<file path="config.mk">
export PLATFORM = sky130hd
export DESIGN_NAME = clit_ctrl
export DESIGN_NICKNAME = d
export VERILOG_FILES = /design/src/rtl/core/clit_pkg.sv /design/src/rtl/core/clit_ctrl.sv
export SDC_FILE = /design/constraint.sdc
export NUM_CORES = 1
export LEC_CHECK = 0
export BUFFER_PORTS_ARGS = -buffer_cell sky130_fd_sc_hd__buf_4
export CAP_MARGIN = 15
export CORE_ASPECT_RATIO = 0.7
export CORE_UTILIZATION = 30
export CTS_CLUSTER_DIAMETER = 40
export CTS_CLUSTER_SIZE = 16
export DETAILED_ROUTE_END_ITERATION = 16
export SLEW_MARGIN = 20
export SYNTH_ARGS = -nofsm -noshare
export SYNTH_HDL_FRONTEND = slang
export SYNTH_SLANG_ARGS = --single-unit
</file>
<file path="constraint.sdc">
create_clock -name clk_i -period 2.8 [get_ports clk_i]
set_input_delay 0.42 -clock clk_i [delete_from_list [all_inputs] [get_ports clk_i]]
set_output_delay 0.42 -clock clk_i [all_outputs]
set_load 0.01 [all_outputs]
</file>
<file path="src/rtl/core/clit_pkg.sv">
package clit_pkg;

  localparam int unsigned LOG_DEPTH = 1024;
  localparam int unsigned MAX_BATCH = 64;
  localparam int unsigned MAX_READ  = 64;

  // Log slots are taken from the low index bits, so the depth is a power of two.
  localparam int unsigned LOG_AW  = $clog2(LOG_DEPTH);
  localparam int unsigned STG_AW  = (MAX_BATCH > 1) ? $clog2(MAX_BATCH) : 1;
  localparam int unsigned CNT_MAX = (MAX_BATCH > MAX_READ) ? MAX_BATCH : MAX_READ;
  localparam int unsigned CNT_W   = $clog2(CNT_MAX + 1);

  typedef enum logic [2:0] {
    OP_APPEND  = 3'd0,
    OP_MATCH   = 3'd1,
    OP_BEGIN   = 3'd2,
    OP_ENTRY   = 3'd3,
    OP_READ    = 3'd4,
    OP_COMPACT = 3'd5,
    OP_SEARCH  = 3'd6,
    OP_STATUS  = 3'd7
  } op_e;

  typedef enum logic [2:0] {
    ST_OK           = 3'd0,
    ST_PREV_ABSENT  = 3'd1,
    ST_EXHAUSTED    = 3'd2,
    ST_NOT_CONTIG   = 3'd3,
    ST_CONFLICT     = 3'd4,
    ST_BAD_BOUNDARY = 3'd5,
    ST_FULL         = 3'd6
  } status_e;

  typedef struct packed {
    logic [2:0]  opcode;
    logic [31:0] index_value;
    logic [31:0] term_value;
    logic [1:0]  entry_kind;
    logic [31:0] payload_tag;
    logic [6:0]  item_count;
  } in_t;

  typedef struct packed {
    logic [2:0]  status;
    logic        found;
    logic [31:0] result_index;
    logic [31:0] result_term;
    logic [1:0]  result_kind;
    logic [31:0] result_payload;
    logic [31:0] first_held;
    logic [31:0] last_held;
    logic [10:0] held_count;
    logic        last_of_run;
  } out_t;

  typedef struct packed {
    logic [31:0] term;
    logic [1:0]  kind;
    logic [31:0] payload;
  } log_ent_t;

  typedef struct packed {
    logic [31:0] index;
    logic [31:0] term;
    logic [1:0]  kind;
    logic [31:0] payload;
  } stg_ent_t;

  typedef enum logic [3:0] {
    CMD_NONE        = 4'd0,
    CMD_LATCH       = 4'd1,
    CMD_EXEC        = 4'd2,
    CMD_MATCH_FIN   = 4'd3,
    CMD_COMPACT_FIN = 4'd4,
    CMD_SEARCH      = 4'd5,
    CMD_READ        = 4'd6,
    CMD_PRE         = 4'd7,
    CMD_CHK         = 4'd8,
    CMD_CMP_A       = 4'd9,
    CMD_CMP_B       = 4'd10,
    CMD_DECIDE      = 4'd11,
    CMD_WR          = 4'd12
  } cmd_e;

  typedef struct packed {
    logic [2:0] op;
    logic       done;
    logic       more;
    logic       brk;
  } sts_t;

  function automatic logic [LOG_AW-1:0] slot_of(logic [31:0] idx);
    return idx[LOG_AW-1:0];
  endfunction

endpackage

</file>
<file path="src/rtl/core/clit_ctrl.sv">
module clit_ctrl (
  input  logic          clk_i,
  input  logic          rst_ni,
  input  logic          start_i,
  input  clit_pkg::sts_t sts_i,
  output clit_pkg::cmd_e cmd_o,
  output logic          busy_o
);
  import clit_pkg::*;

  typedef enum logic [11:0] {
    S_IDLE    = 12'b0000_0000_0001,
    S_EXEC    = 12'b0000_0000_0010,
    S_MATCH   = 12'b0000_0000_0100,
    S_COMPACT = 12'b0000_0000_1000,
    S_SEARCH  = 12'b0000_0001_0000,
    S_READ    = 12'b0000_0010_0000,
    S_PRE     = 12'b0000_0100_0000,
    S_CHK     = 12'b0000_1000_0000,
    S_CMP_A   = 12'b0001_0000_0000,
    S_CMP_B   = 12'b0010_0000_0000,
    S_DECIDE  = 12'b0100_0000_0000,
    S_WR      = 12'b1000_0000_0000
  } state_e;

  state_e state_q, state_d;

  always_comb begin
    state_d = state_q;
    cmd_o   = CMD_NONE;
    case (state_q)
      S_IDLE: begin
        if (start_i) begin
          cmd_o   = CMD_LATCH;
          state_d = S_EXEC;
        end
      end
      S_EXEC: begin
        cmd_o = CMD_EXEC;
        if (sts_i.done) begin
          state_d = S_IDLE;
        end else begin
          case (op_e'(sts_i.op))
            OP_MATCH:           state_d = S_MATCH;
            OP_COMPACT:         state_d = S_COMPACT;
            OP_SEARCH:          state_d = S_SEARCH;
            OP_READ:            state_d = S_READ;
            OP_BEGIN, OP_ENTRY: state_d = S_PRE;
            default:            state_d = S_IDLE;
          endcase
        end
      end
      S_MATCH: begin
        cmd_o   = CMD_MATCH_FIN;
        state_d = S_IDLE;
      end
      S_COMPACT: begin
        cmd_o   = CMD_COMPACT_FIN;
        state_d = S_IDLE;
      end
      S_SEARCH: begin
        cmd_o = CMD_SEARCH;
        if (sts_i.done) state_d = S_IDLE;
      end
      S_READ: begin
        cmd_o = CMD_READ;
        if (sts_i.done) state_d = S_IDLE;
      end
      S_PRE: begin
        cmd_o   = CMD_PRE;
        state_d = sts_i.done ? S_IDLE : S_CHK;
      end
      S_CHK: begin
        cmd_o = CMD_CHK;
        if (sts_i.done) begin
          state_d = S_IDLE;
        end else if (!sts_i.more) begin
          state_d = S_CMP_A;
        end
      end
      S_CMP_A: begin
        cmd_o   = CMD_CMP_A;
        state_d = sts_i.brk ? S_DECIDE : S_CMP_B;
      end
      S_CMP_B: begin
        cmd_o = CMD_CMP_B;
        if (sts_i.done) begin
          state_d = S_IDLE;
        end else if (sts_i.more) begin
          state_d = S_CMP_A;
        end else begin
          state_d = S_DECIDE;
        end
      end
      S_DECIDE: begin
        cmd_o   = CMD_DECIDE;
        state_d = sts_i.done ? S_IDLE : S_WR;
      end
      S_WR: begin
        cmd_o = CMD_WR;
        if (sts_i.done) state_d = S_IDLE;
      end
      default: begin
        state_d = S_IDLE;
      end
    endcase
  end

  always_ff @(posedge clk_i or negedge rst_ni) begin
    if (!rst_ni) begin
      state_q <= S_IDLE;
    end else begin
      state_q <= state_d;
    end
  end

  assign busy_o = (state_q != S_IDLE);

endmodule

</file>
==> results, run 1 <==
- When the netlist entered floorplanning its net count stood at 111.
- The total I/O pin count is 14.
- Counting the buffers created by CTS gives 3.
- The synthesized design contains 12 register bits.
- The routed layout has 875 vias.
- The type of the worst setup path is flop to output port.
- The post-layout instance count excluding filler cells is 151.
- The startpoint type of the worst setup path is a flop.
- The clock net in this run drives a total of 12 sinks.
- Sequential elements use 33.15% of the synthesized area.
- The number of global-route vias before repair was ~750.
- The number of placed instances, taps included is 147.
- The number of antenna violations at the first check in global routing was 0.
- Setup repair after global routing left no endpoint under its margin.
- The core region is about 2800 um2.
- The die height is 48.07 um.
- The TritonCTS clock tree is yes.
- Along the worst path, the maximum fanout reaches 5.
- Of the total power, registers draw 33.7%.
- The via count normalized by instance count is roughly 5.8.
- The combinational share of power is 34.7%.
- Measured along the x axis, the die boundary spans between 60 and 70 um.
- Ranked by flip-flop count, first place goes to state_q.
- After detailed routing, the average wire length per cell comes to 14.98 um.
- The total congestion overflow after global routing is 0.
- STA puts the critical path data arrival time at 2.09 ns.
- For the pin with the worst max-slew slack, the measured transition is about 0.48 ns.
- The number of fill cells in the layout is 297.
- The total of hold buffers inserted after clock tree synthesis is 0.
- For the worst flop-to-flop path, the logic depth is 5.
- The leakage dissipation is 0.4923 nW.
- The global router's overall resource usage is 15.95%.
- The largest net degree at the start of global routing is 13.
- The number of pins with negative max-slew slack in the final report is 0.
- The average size of a mapped cell is approximately 8.9 um2.
- The checks that failed: hold timing.
- Clock skew on the completed layout was measured at around 0.0054 ns.
- The growth of design area from synthesis to finish is 20.22%.
- At the end of routability-driven placement, the weighted congestion stood at 0.8654.
- The register-to-register setup slack is between 0.8 and 0.9 ns.
- CTS built an H-tree with a depth of 1.
- The post-synthesis cell type count is 43.
- The count of antenna diodes in the layout is 0.
- The number of synthesis warnings is 0.
- Final hold analysis gives a worst-case slack of -0.001453 ns.
- The largest registers in the layout are state_q: 12 flops.
- The summed negative setup slack over all endpoints is 0 ns.
- The library cells used most frequently in the layout, excluding fill and tap cells, are buf_4, dfrtp_1, nand2_1, nor3_1, nor2_1.
- The iteration count of the initial detailed-routing pass is 4.
- Detailed placement finished with a half-perimeter wire length of 1672 um.
- The number of nets still failing antenna checks after routing is 0.
- Across the whole layout, storage elements account for 301.5 um2.
- The final critical-path share of the clock period is between 80% and 90%.
- The maximum ir drop on the vdd rail is 265.7 uV.
- After synthesis the cells add up to 909.6 um2.
- The clock reaches the later pin of the worst-skew pair after between 0.2 and 0.3 ns.
- The total count of hold-check failures in the final report is 3.
- The combined area of the multi-input logic cells is 575.6 um2.
- The worst setup margin is 0.2918 ns.
- The overall die area is 3260 um2.
- The destination of the worst register-to-register timing path is state_q[7].
- The post-layout net count is about 130.
- The wire length after detailed routing is around 2300 um.
- STA classifies the critical path endpoint as an output port.
- The number of max-cap violations is 0.
- The flip-flop count of the largest register, all copies and words added is 12.
- The first routing iteration left 52 violations.
- The power share of the clock group is about a third.
- Of the total power, the share spent switching nets is 33.31%.
- Cells with a size suffix above 1 make up 23.48% of the layout.
- The worst-case headroom to the max-slew limit is about two thirds.
- The async set or reset register ratio after synthesis is 100.0%.
- The clock-pin slew on the worst setup and hold paths is 0.06 ns.
- The number of instances resized during post-cts repair is 0.
- The run finished, with violations left.
- The launch point of the worst reg-to-reg path is state_q[1].
- The number of enable flip-flop cells after synthesis is 0.
- The post-CTS setup repair buffer count is 0.
- The post-placement worst setup slack is 0.5580 ns.
- The ratio of total power to cell area is 575.5 nW/um2.
- In the synthesized netlist the dominant register cell turns out to be dfrtp_1.
- The root buffer cell is clkbuf_8.
- The library cell used most frequently in the layout, excluding fill and tap cells, is buf_4.
- The DRC violation count after routing is 0.
- The count of endpoints failing setup in the final report is 0.
- The type of the most critical hold path is primary input to async pin.
- The number of buffers between clock root and the deepest sink is 2.
- The effective utilization at floorplan is 32.00%.
- Derived from the worst setup path, the maximum achievable clock frequency is 398.7 MHz.
- The internal power of the cells totals 0.4197 mW.
- The initialized floorplan defines 16 standard-cell rows.
- The net switching power is 0.2096 mW.
- The cell count after synthesis came out at 102.
- The count of buffers added on input and output ports is 13.
- The final period demand of the worst path is 2.508 ns.
- At the worst endpoint, the required time is ~2.4 ns.
- The wire length of the first global-routing pass is ~3600 um.
cells in the mapped netlist, drive strengths merged (2+ instances only):
cell | n | area (um2)
xnor2 | 3 | 26.28
xor2 | 2 | 17.52
nand4b | 5 | 43.79
nand2 | 7 | 26.28
o21ai | 7 | 35.03
nand4 | 3 | 18.77
nor2 | 7 | 28.78
and3 | 4 | 25.02
nor3 | 7 | 35.03
nand3b | 2 | 15.01
or3b | 2 | 17.52
a21oi | 3 | 18.77
buf | 5 | 25.02
o2bb2ai | 3 | 26.28
nor2b | 3 | 18.77
dfrtp | 11 | 275.3
nand3 | 4 | 20.02
nor4 | 4 | 52.55
critical path, stage by stage (launching register included):
cell and delay, ns:
dfrtp_1 0.43, or4_4 0.58, nor2_2 0.12, nand2_1 0.09, or3_1 0.39, nand4b_1 0.11
buf_4 0.12
cells by family after synthesis:
logic type	synth area share, %
xor gates and xnor gates	4.815
and+or+nand+nor	44.16
buffers and inverters	3.575
DFF	33.15
AOI/OAI and AO/OA	13.21
muxes	1.100
power groups by stage:
stage,registers [mW],clock network [mW],logic (mW)
3_3_place_gp,0.213,0,0.218
6_report,0.212,0.199,0.218
4_1_cts,0.211,0.199,0.219
3_5_place_dp,0.214,0,0.215
2_1_floorplan,0.207,0,0.146
5_1_grt,0.214,0.209,0.239
stage by stage:
| step | hold slack, ns | instance area (um2) | total power, mW | util, % |
|---|---|---|---|---|
| after floorplan | 0.1244 | 909.6 | 0.3537 | - |
| after global placement | 0.2720 | 1039 | 0.4314 | 36.53 |
| after detailed placement | 0.2712 | 1039 | 0.4291 | 36.53 |
| after CTS | 0.004143 | 1094 | 0.6294 | 38.47 |
| after global routing | 0.007374 | 1094 | 0.6614 | 38.47 |
| final | -0.001453 | 1094 | 0.6293 | 38.47 |
worst max path at each step:
stage	slack (ns)	to	from
global route	0.11	cmd_o[0]	state_q[9]
CTS	0.28	cmd_o[0]	state_q[1]
global placement	0.56	cmd_o[0]	state_q[1]
finish	0.29	cmd_o[0]	state_q[1]
floorplan	0.77	cmd_o[0]	state_q[1]
detailed placement	0.56	cmd_o[0]	state_q[1]
routing by layer:
metal	vias up	routed length [um]	global-route usage [%]
met5	-	0	0
met4	0	11	2.500
met3	3	209	6.429
met2	41	959	23.96
met1	417	1082	21.94
li1	414	-	-
final cells by class:
cell class	count	share of cell area, %
Multi-Input combinational cell	83	52.63
Sequential cell	12	27.57
Timing Repair Buffer	15	10.30
Clock buffer	4	5.034
Tap cell	36	4.119
Inverter	1	0.3432
No activity file was read; power rests on OpenSTA's default activity.
==> run 2, diff against run 1 <==
--- a/config.mk
+++ b/config.mk
@@ -8,10 +8,11 @@
 export BUFFER_PORTS_ARGS = -buffer_cell sky130_fd_sc_hd__buf_4
 export CAP_MARGIN = 15
 export CORE_ASPECT_RATIO = 0.7
-export CORE_UTILIZATION = 30
+export CORE_UTILIZATION = 25
 export CTS_CLUSTER_DIAMETER = 40
 export CTS_CLUSTER_SIZE = 16
 export DETAILED_ROUTE_END_ITERATION = 16
+export MAX_ROUTING_LAYER = met4
 export SLEW_MARGIN = 20
 export SYNTH_ARGS = -nofsm -noshare
 export SYNTH_HDL_FRONTEND = slang
==> run 2 against run 1 <==
  * The run now ends clean
  * Hold slack improved by 0.0069 ns
  * Routed wire length fell by 1.4%
  * Via count fell by 1.1%
  * Global-route usage decreased by 2.6 points
  * Critical endpoint unchanged
  * Largest power group unchanged
==> results, run 2 (synthesis gave the netlist of run 1 again) <==
- Run status: completed (was complete, but fails checks).
- The maximum ir drop on the vdd rail is 188.3 uV (was 265.7 uV).
- The combinational share of power is 35.3% (was 34.7%).
- The number of nets still failing antenna checks after routing is 0 (unchanged).
- The cell-internal power is 0.4183 mW (was 0.4197 mW).
- The number of pins with negative max-slew slack in the final report is 0 (unchanged).
- The number of global-route vias before repair is 762 (was 745).
- The root buffer cell is clkbuf_8 (unchanged).
- The clock-pin slew on the worst setup and hold paths came to 0.06 ns (about the same).
- The biggest cell delay along the critical path is 0.54 ns (was 0.58 ns).
- The number of antenna violations at the first check in global routing was 0 (unchanged).
- The endpoint class of the critical path is an output port (unchanged).
- The required time of the critical path is 2.38 ns (about the same).
- The number of buffers added on ports was 13 (unchanged).
- The wire length of the first global-routing pass is 3760 um (was 3615 um).
- The type of the worst setup path was flop to output port (unchanged).
- The overall via count from detail_route came to 865 (was 875).
- The final design utilization is 33.36% (was 38.47%).
- The count of antenna diodes in the layout is 0 (unchanged).
- The largest fanout on the critical path was 5 (unchanged).
- The worst-case headroom to the max-slew limit came to 61.20% (was 67.88%).
- The sequential power share is 33.5% (was 33.7%).
- The post-CTS setup repair buffer count came to 0 (unchanged).
- The arrival time at the worst endpoint is 2.19 ns (was 2.09 ns).
- The post-layout net count is 124 (was 125).
- CP Cell Sequence: nor4_1 > and2_1 > nand4b_1 > a21boi_1 > nand4b_1 > buf_4 (was or4_4 > nor2_2 > nand2_1 > or3_1 > nand4b_1 > buf_4).
- The register ranked first by flip-flop count is state_q (unchanged).
- The leakage dissipation came to 0.4882 nW (was 0.4923 nW).
- The DRC violation count after routing is 0 (unchanged).
- The CTS buffer count is 3 (unchanged).
- The growth of design area from synthesis to finish came to 20.91% (was 20.22%).
- The most frequent cell on the critical path is nand4b_1.
- The global router's overall resource usage is 13.31% (was 15.95%).
- The weighted congestion at the end of routability-driven global placement came to 0.8657 (was 0.8654).
- The CTS H-tree depth came to 1 (unchanged).
- The actual slew at the worst max-slew pin is 0.5766 ns (was 0.4774 ns).
- The clock insertion delay at the later pin of the skew report is 0.25 ns (about the same).
- The wire length after detailed routing is 2231 um (was 2262 um).
- The largest net degree at the start of global routing was 13 (unchanged).
- The final period demand of the worst path is 2.606 ns (was 2.508 ns).
- The slowest cell on the critical path is nor4_1 (was or4_4).
- The flip-flop count of the largest register, all copies and words added was 12 (unchanged).
- The top cell family by delay on the critical path is simple AND/OR/NAND/NOR gates (unchanged).
- The final critical-path share of the clock period is 93.08% (was 89.58%).
- The overall die area was 3887 um2 (was 3260 um2).
- The fraction of power spent switching nets is 32.91% (was 33.31%).
- The die extent in x is 74.10 um (was 67.82 um).
- The startpoint type of the worst setup path is a flop (unchanged).
- The number of placement rows is 17 (was 16).
- Most used cells in the layout excluding fill and tap cells: buf_4, dfrtp_1, nand2_1, nor3_1, nor2_1 (unchanged).
- The number of cells on the critical path was 6 (unchanged).
- The total I/O pin count was 14 (unchanged).
- The total half-perimeter wirelength after legalization and detailed placement is 1723 um (was 1672 um).
- The total count of hold-check failures in the final report is 0 (was 3).
- The net switching power is 0.2052 mW (was 0.2096 mW).
- The effective utilization at floorplan is 27.59% (was 32.00%).
- The worst clock skew on the final layout is 0.003223 ns (was 0.005397 ns).
- The leading cell type in the layout, fill and taps excluded is buf_4 (unchanged).
- The power share of the clock group is 31.2% (was 31.6%).
- The depth of the worst register-to-register path is 5 (unchanged).
- The total of hold buffers inserted after clock tree synthesis is 0 (unchanged).
- The share of cells above drive strength 1 is 22.81% (was 23.48%).
- The number of max-cap violations is 0 (unchanged).
- The top achievable clock speed is 383.7 MHz (was 398.7 MHz).
- Largest regs: state_q: 12 flops (unchanged).
- The type of the most critical hold path is primary input to async pin (unchanged).
- The number of fill cells in the layout is 326 (was 297).
- The total congestion overflow after global routing is 0 (unchanged).
- The core area is 3297 um2 (was 2843 um2).
- The iteration count of the initial detailed-routing pass is 4 (unchanged).
- The summed negative setup slack over all endpoints came to 0 ns (unchanged).
- The number of DRC markers in iteration 0 came to 33 (was 52).
- The overall power consumption came to 0.6235 mW (was 0.6293 mW).
- The die height is 52.47 um (was 48.07 um).
- The TritonCTS clock tree is yes (unchanged).
- The routed wirelength normalized by instance count is 13.86 um (was 14.98 um).
- The number of instances resized during post-cts repair came to 0 (unchanged).
- The number of buffers between clock root and the deepest sink is 2 (unchanged).
- Setup repair after global routing missed its margin: no (unchanged).
- The via count normalized by instance count came to 5.373 (was 5.795).
- The ratio of total power to cell area is 566.9 nW/um2 (was 575.5 nW/um2).
- The count of endpoints failing setup in the final report was 0 (unchanged).
- The number of buffer and inverter stages on the critical path is 1 (unchanged).
- The clock sink total is 12 (unchanged).
==> run 2: path summary, 6_finish.rpt <==
path	startpoint	slack, ns	to
worst max-delay path	state_q[1]	0.19	cmd_o[0]
worst min-delay path	rst_ni	0.005	state_q[9]
worst max register to register	state_q[1]	0.86	state_q[7]
worst min register to register	state_q[10]	0.64	state_q[10]
max in group asynchronous	rst_ni	2.56	state_q[0]
min in group clk_i	sts_i[4]	0.37	state_q[5]
==> run 2: worst register-to-register path: cells and delay by family (launching register included) <==
kind,cells,cell delay (ns)
AND/OR/NAND/NOR,3,0.97
flip-flops,1,0.41
AO/OA/AOI/OAI,2,0.47
==> run 2: power by group through the flow <==
stage          logic, mW  registers [mW]  clock network (mW)
3_5_place_dp       0.219           0.212                   0
6_report           0.220           0.209               0.194
2_1_floorplan      0.146           0.207                   0
4_1_cts            0.220           0.209               0.200
3_3_place_gp       0.220           0.212                   0
5_1_grt            0.242           0.212               0.208
==> run 2: per-stage QoR <==
step | instance area (um2) | hold slack [ns] | instances | worst slack (ns)
finish | 1100 | 0.005426 | 161 | 0.1937
CTS | 1100 | 0.009774 | 161 | 0.2288
detailed placement | 1045 | 0.2741 | 157 | 0.5356
global placement | 1045 | 0.2704 | 157 | 0.5803
floorplan | 909.6 | 0.1244 | 102 | 0.7682
global route | 1100 | 0.01432 | 161 | 0.03694
==> run 2: routing by layer <==
| layer | share of wire (%) | track usage, % |
|---|---|---|
| met3 | 9.4 | 4.615 |
| met2 | 41 | 17.42 |
| met4 | 0.85 | 2.564 |
| met5 | 0 | - |
| met1 | 49 | 19.32 |
==> run 2: area by class of cell <==
class                      count  area, um2  area share [%]
timing repair buffer          14      105.1           9.556
inverter                       1      3.754          0.3413
multi-input combinational     83      575.6           52.33
clock buffer                   4      55.05           5.006
sequential                    12      301.5           27.42
tap                           47      58.81           5.347
==> run 3, diff against run 2 <==
--- a/config.mk
+++ b/config.mk
@@ -5,6 +5,7 @@
 export SDC_FILE = /design/constraint.sdc
 export NUM_CORES = 1
 export LEC_CHECK = 0
+export ABC_AREA = 1
 export BUFFER_PORTS_ARGS = -buffer_cell sky130_fd_sc_hd__buf_4
 export CAP_MARGIN = 15
 export CORE_ASPECT_RATIO = 0.7
==> run 3 against run 2 <==
  * Setup slack better by 0.57 ns
  * Largest power group unchanged
  * Global-route usage is 0.11 points lower
  * Largest cell class unchanged
  * Final area is 0.11% higher
  * Highest routed layer is now met3
==> results, run 3 <==
- Run status: completed (unchanged).
- The destination of the worst register-to-register timing path was state_q[8] (was state_q[7]).
- The summed negative setup slack over all endpoints is 0 ns (unchanged).
- The leakage dissipation was 0.5635 nW (was 0.4882 nW).
- The most common cell in the synthesized netlist is nand2_1 (was dfrtp_1).
- The overall via count from detail_route is 873 (was 865).
- The largest fanout on the critical path is 3 (was 5).
- The count of antenna diodes in the layout was 0 (unchanged).
- The number of instances resized during post-cts repair came to 0 (unchanged).
- The worst-case headroom to the max-slew limit is 80.86% (was 61.20%).
- Most used cells in the layout excluding fill and tap cells: nand2_1, nor2_1, inv_1 (was buf_4, dfrtp_1, nand2_1, nor3_1, nor2_1).
- The die height is 51.91 um (was 52.47 um).
- The number of pins with negative max-slew slack in the final report is 0 (unchanged).
- The async set or reset register ratio after synthesis is 100.0% (unchanged).
- The wire length after detailed routing is 2194 um (was 2231 um).
- Most frequent cells after synthesis: nand2_1, nor2_1, inv_1 (was dfrtp_1, nand2_1, nor3_1).
- The fraction of the yosys area taken by sequential cells is 33.90% (was 33.15%).
- The number of buffers between clock root and the deepest sink was 2 (unchanged).
- The most area-hungry cell type in the Yosys netlist is dfrtp_1 (unchanged).
- The overall die area is 3805 um2 (was 3887 um2).
- The number of placement rows is 17 (unchanged).
- The clock sink total was 12 (unchanged).
- The weighted congestion at the end of routability-driven global placement is 0.8572 (was 0.8657).
- The synthesized netlist net count is 138 (was 111).
- The routed wirelength normalized by instance count came to 11.37 um (was 13.86 um).
- The number of max-cap violations is 0 (unchanged).
- The leading cell type in the layout, fill and taps excluded was nand2_1 (was buf_4).
- The launch point of the worst reg-to-reg path is state_q[0] (was state_q[1]).
- The TritonCTS clock tree is yes (unchanged).
- The clock-pin slew on the worst setup and hold paths is 0.07 ns (was 0.06 ns).
- The most frequently used flop master after synthesis is dfrtp_1 (unchanged).
- Top area cells in the synthesized netlist: dfrtp_1, nand2_1, nor2_1, inv_1, nand3_1 (was dfrtp_1, nand4b_1, nor3_1, dfstp_2, nand2_1).
- The post-CTS setup repair buffer count came to 0 (unchanged).
- Largest regs: state_q: 12 flops (unchanged).
- The number of standard cells after synthesis is 129 (was 102).
- The final critical-path share of the clock period was 72.85% (was 93.08%).
- The arrival time at the worst endpoint came to 1.62 ns (was 2.19 ns).
- The global router's overall resource usage is 13.20% (was 13.31%).
- The post-synth design cell area was 889.6 um2 (was 909.6 um2).
- The depth of the worst register-to-register path came to 9 (was 5).
- The number of placed instances, taps included is 189 (was 157).
- The die extent in x is 73.30 um (was 74.10 um).
- The post-synthesis cell type count is 23 (was 43).
- The total of hold buffers inserted after clock tree synthesis is 0 (unchanged).
- The post-layout instance count excluding filler cells is 193 (was 161).
- The number of synthesis warnings is 0 (unchanged).
- The share of cells above drive strength 1 is 28.08% (was 22.81%).
- The CTS H-tree depth came to 1 (unchanged).
- The number of global-route vias before repair was 758 (was 762).
- The startpoint type of the worst setup path is a flop (unchanged).
- The type of the most critical hold path is primary input to async pin (unchanged).
- The final period demand of the worst path was 2.040 ns (was 2.606 ns).
- The register-to-register setup slack is 1.24 ns (was 0.86 ns).
- The ratio of total power to cell area came to 612.3 nW/um2 (was 566.9 nW/um2).
- The number of buffers added on ports came to 13 (unchanged).
- The largest net degree at the start of global routing is 13 (unchanged).
- The area share of the largest cell type after synthesis is 30.94% (was 30.26%).
- The worst clock skew on the final layout is 0.01251 ns (was 0.003223 ns).
- The total half-perimeter wirelength after legalization and detailed placement is 1816 um (was 1723 um).
- The top achievable clock speed is 490.3 MHz (was 383.7 MHz).
- The flip-flop count of the largest register, all copies and words added was 12 (unchanged).
- The number of DRC markers in iteration 0 is 51 (was 33).
- The type of the worst setup path is flop to output port (unchanged).
- The number of nets still failing antenna checks after routing is 0 (unchanged).
- The average size of a mapped cell was 6.896 um2 (was 8.918 um2).
- The count of endpoints failing setup in the final report is 0 (unchanged).
- The wire length of the first global-routing pass is 3567 um (was 3760 um).
- The CTS buffer count is 3 (unchanged).
- The growth of design area from synthesis to finish was 23.77% (was 20.91%).
- The DRC violation count after routing was 0 (unchanged).
- The core area is 3276 um2 (was 3297 um2).
- The root buffer cell is clkbuf_8 (unchanged).
- The required time of the critical path is 2.38 ns (about the same).
- The register ranked first by flip-flop count is state_q (unchanged).
- The effective utilization at floorplan is 27.16% (was 27.59%).
- The count of state elements after synthesis is 12 (unchanged).
- The maximum ir drop on the vdd rail is 288.0 uV (was 188.3 uV).
- The number of enable flip-flop cells after synthesis is 0 (unchanged).
- The iteration count of the initial detailed-routing pass came to 5 (was 4).
- The via count normalized by instance count is 4.523 (was 5.373).
- The total I/O pin count is 14 (unchanged).
- The post-layout net count is 156 (was 124).
- The total count of hold-check failures in the final report was 0 (unchanged).
- The total congestion overflow after global routing was 0 (unchanged).
- Setup repair after global routing missed its margin: no (unchanged).
- The actual slew at the worst max-slew pin came to 0.2849 ns (was 0.5766 ns).
- The number of antenna violations at the first check in global routing is 0 (unchanged).
- The clock insertion delay at the later pin of the skew report is 0.25 ns (about the same).
- The endpoint class of the critical path is an output port (unchanged).
[run 3: changes by cell type in the layout (fill, tap and decap cells not counted), moves of 5 or more]
cell | previous run | this run
nand3_1 | 4 | 10
nand2_1 | 7 | 22
nor2_2 | 1 | 7
inv_1 | 1 | 19
nor2_1 | 6 | 21
nand2_2 | 0 | 6
nand4b_1 | 5 | 0
[run 3: cell families after synthesis]
| family | count (synthesis) | synth area share, % |
|---|---|---|
| and+or+nand+nor | 84 | 49.51 |
| AOI/OAI and AO/OA | 13 | 8.158 |
| DFF | 12 | 33.90 |
| buffers and inverters | 20 | 8.439 |
[run 3: critical path: stages, from the launching register on]
cell and delay, ns:
dfstp_2 0.54, inv_1 0.05, nor3_1 0.27, nand2_2 0.10, nor2_1 0.14, nor2_1 0.07, nand3_1 0.07, buf_4 0.12
[run 3: through the flow]
step | area [um2] | utilization, % | worst slack (ns) | total power, mW | hold slack [ns]
6_report | 1101 | 33.61 | 0.7603 | 0.6742 | 0.002811
5_1_grt | 1101 | 33.61 | 0.6039 | 0.7213 | 0.009246
4_1_cts | 1101 | 33.61 | 0.7327 | 0.6802 | 0.006650
3_5_place_dp | 1046 | 31.93 | 1.007 | 0.4805 | 0.2784
3_3_place_gp | 1046 | 31.93 | 1.038 | 0.4757 | 0.2729
2_1_floorplan | 889.6 | - | 1.158 | 0.3973 | 0.1244
[run 3: where the power goes]
part / switching (mW) / total, mW / leakage [nW] / internal, mW
combinational: 0.177 / 0.273 / 0.372 / 0.0967
sequential: 0.0102 / 0.202 / 0.163 / 0.192
clock: 0.0743 / 0.199 / 0.0288 / 0.125
total: 0.261 / 0.674 / 0.563 / 0.413
[run 3: metal layers]
layer / routed length, um / GRT usage (%) / vias to the layer above / part of all wire [%]
met2: 840 / 17.28 / 27 / 38
met4: 0 / 0.9615 / 0 / 0
li1: - / - / 447 / -
met5: 0 / - / - / 0
met3: 167 / 5.039 / 0 / 7.6
met1: 1186 / 19.60 / 399 / 54
[run 3: how the worst max path moves through the flow]
| stage | from | end |
|---|---|---|
| after floorplan | state_q[0] | cmd_o[0] |
| after global placement | state_q[0] | cmd_o[0] |
| after detailed placement | state_q[0] | cmd_o[0] |
| after CTS | state_q[0] | cmd_o[0] |
| after global routing | state_q[5] | cmd_o[1] |
| final | state_q[0] | cmd_o[0] |
[run 3: layout make-up]
| cell class | instances | area [um2] |
|---|---|---|
| repair buffers | 13 | 97.59 |
| inverters | 20 | 75.07 |
| multi-input cells | 97 | 513.0 |
| clock buffers | 4 | 55.05 |
| well taps | 47 | 58.81 |
| flip-flops and latches | 12 | 301.5 |
| fillers | 362 | 2175 |
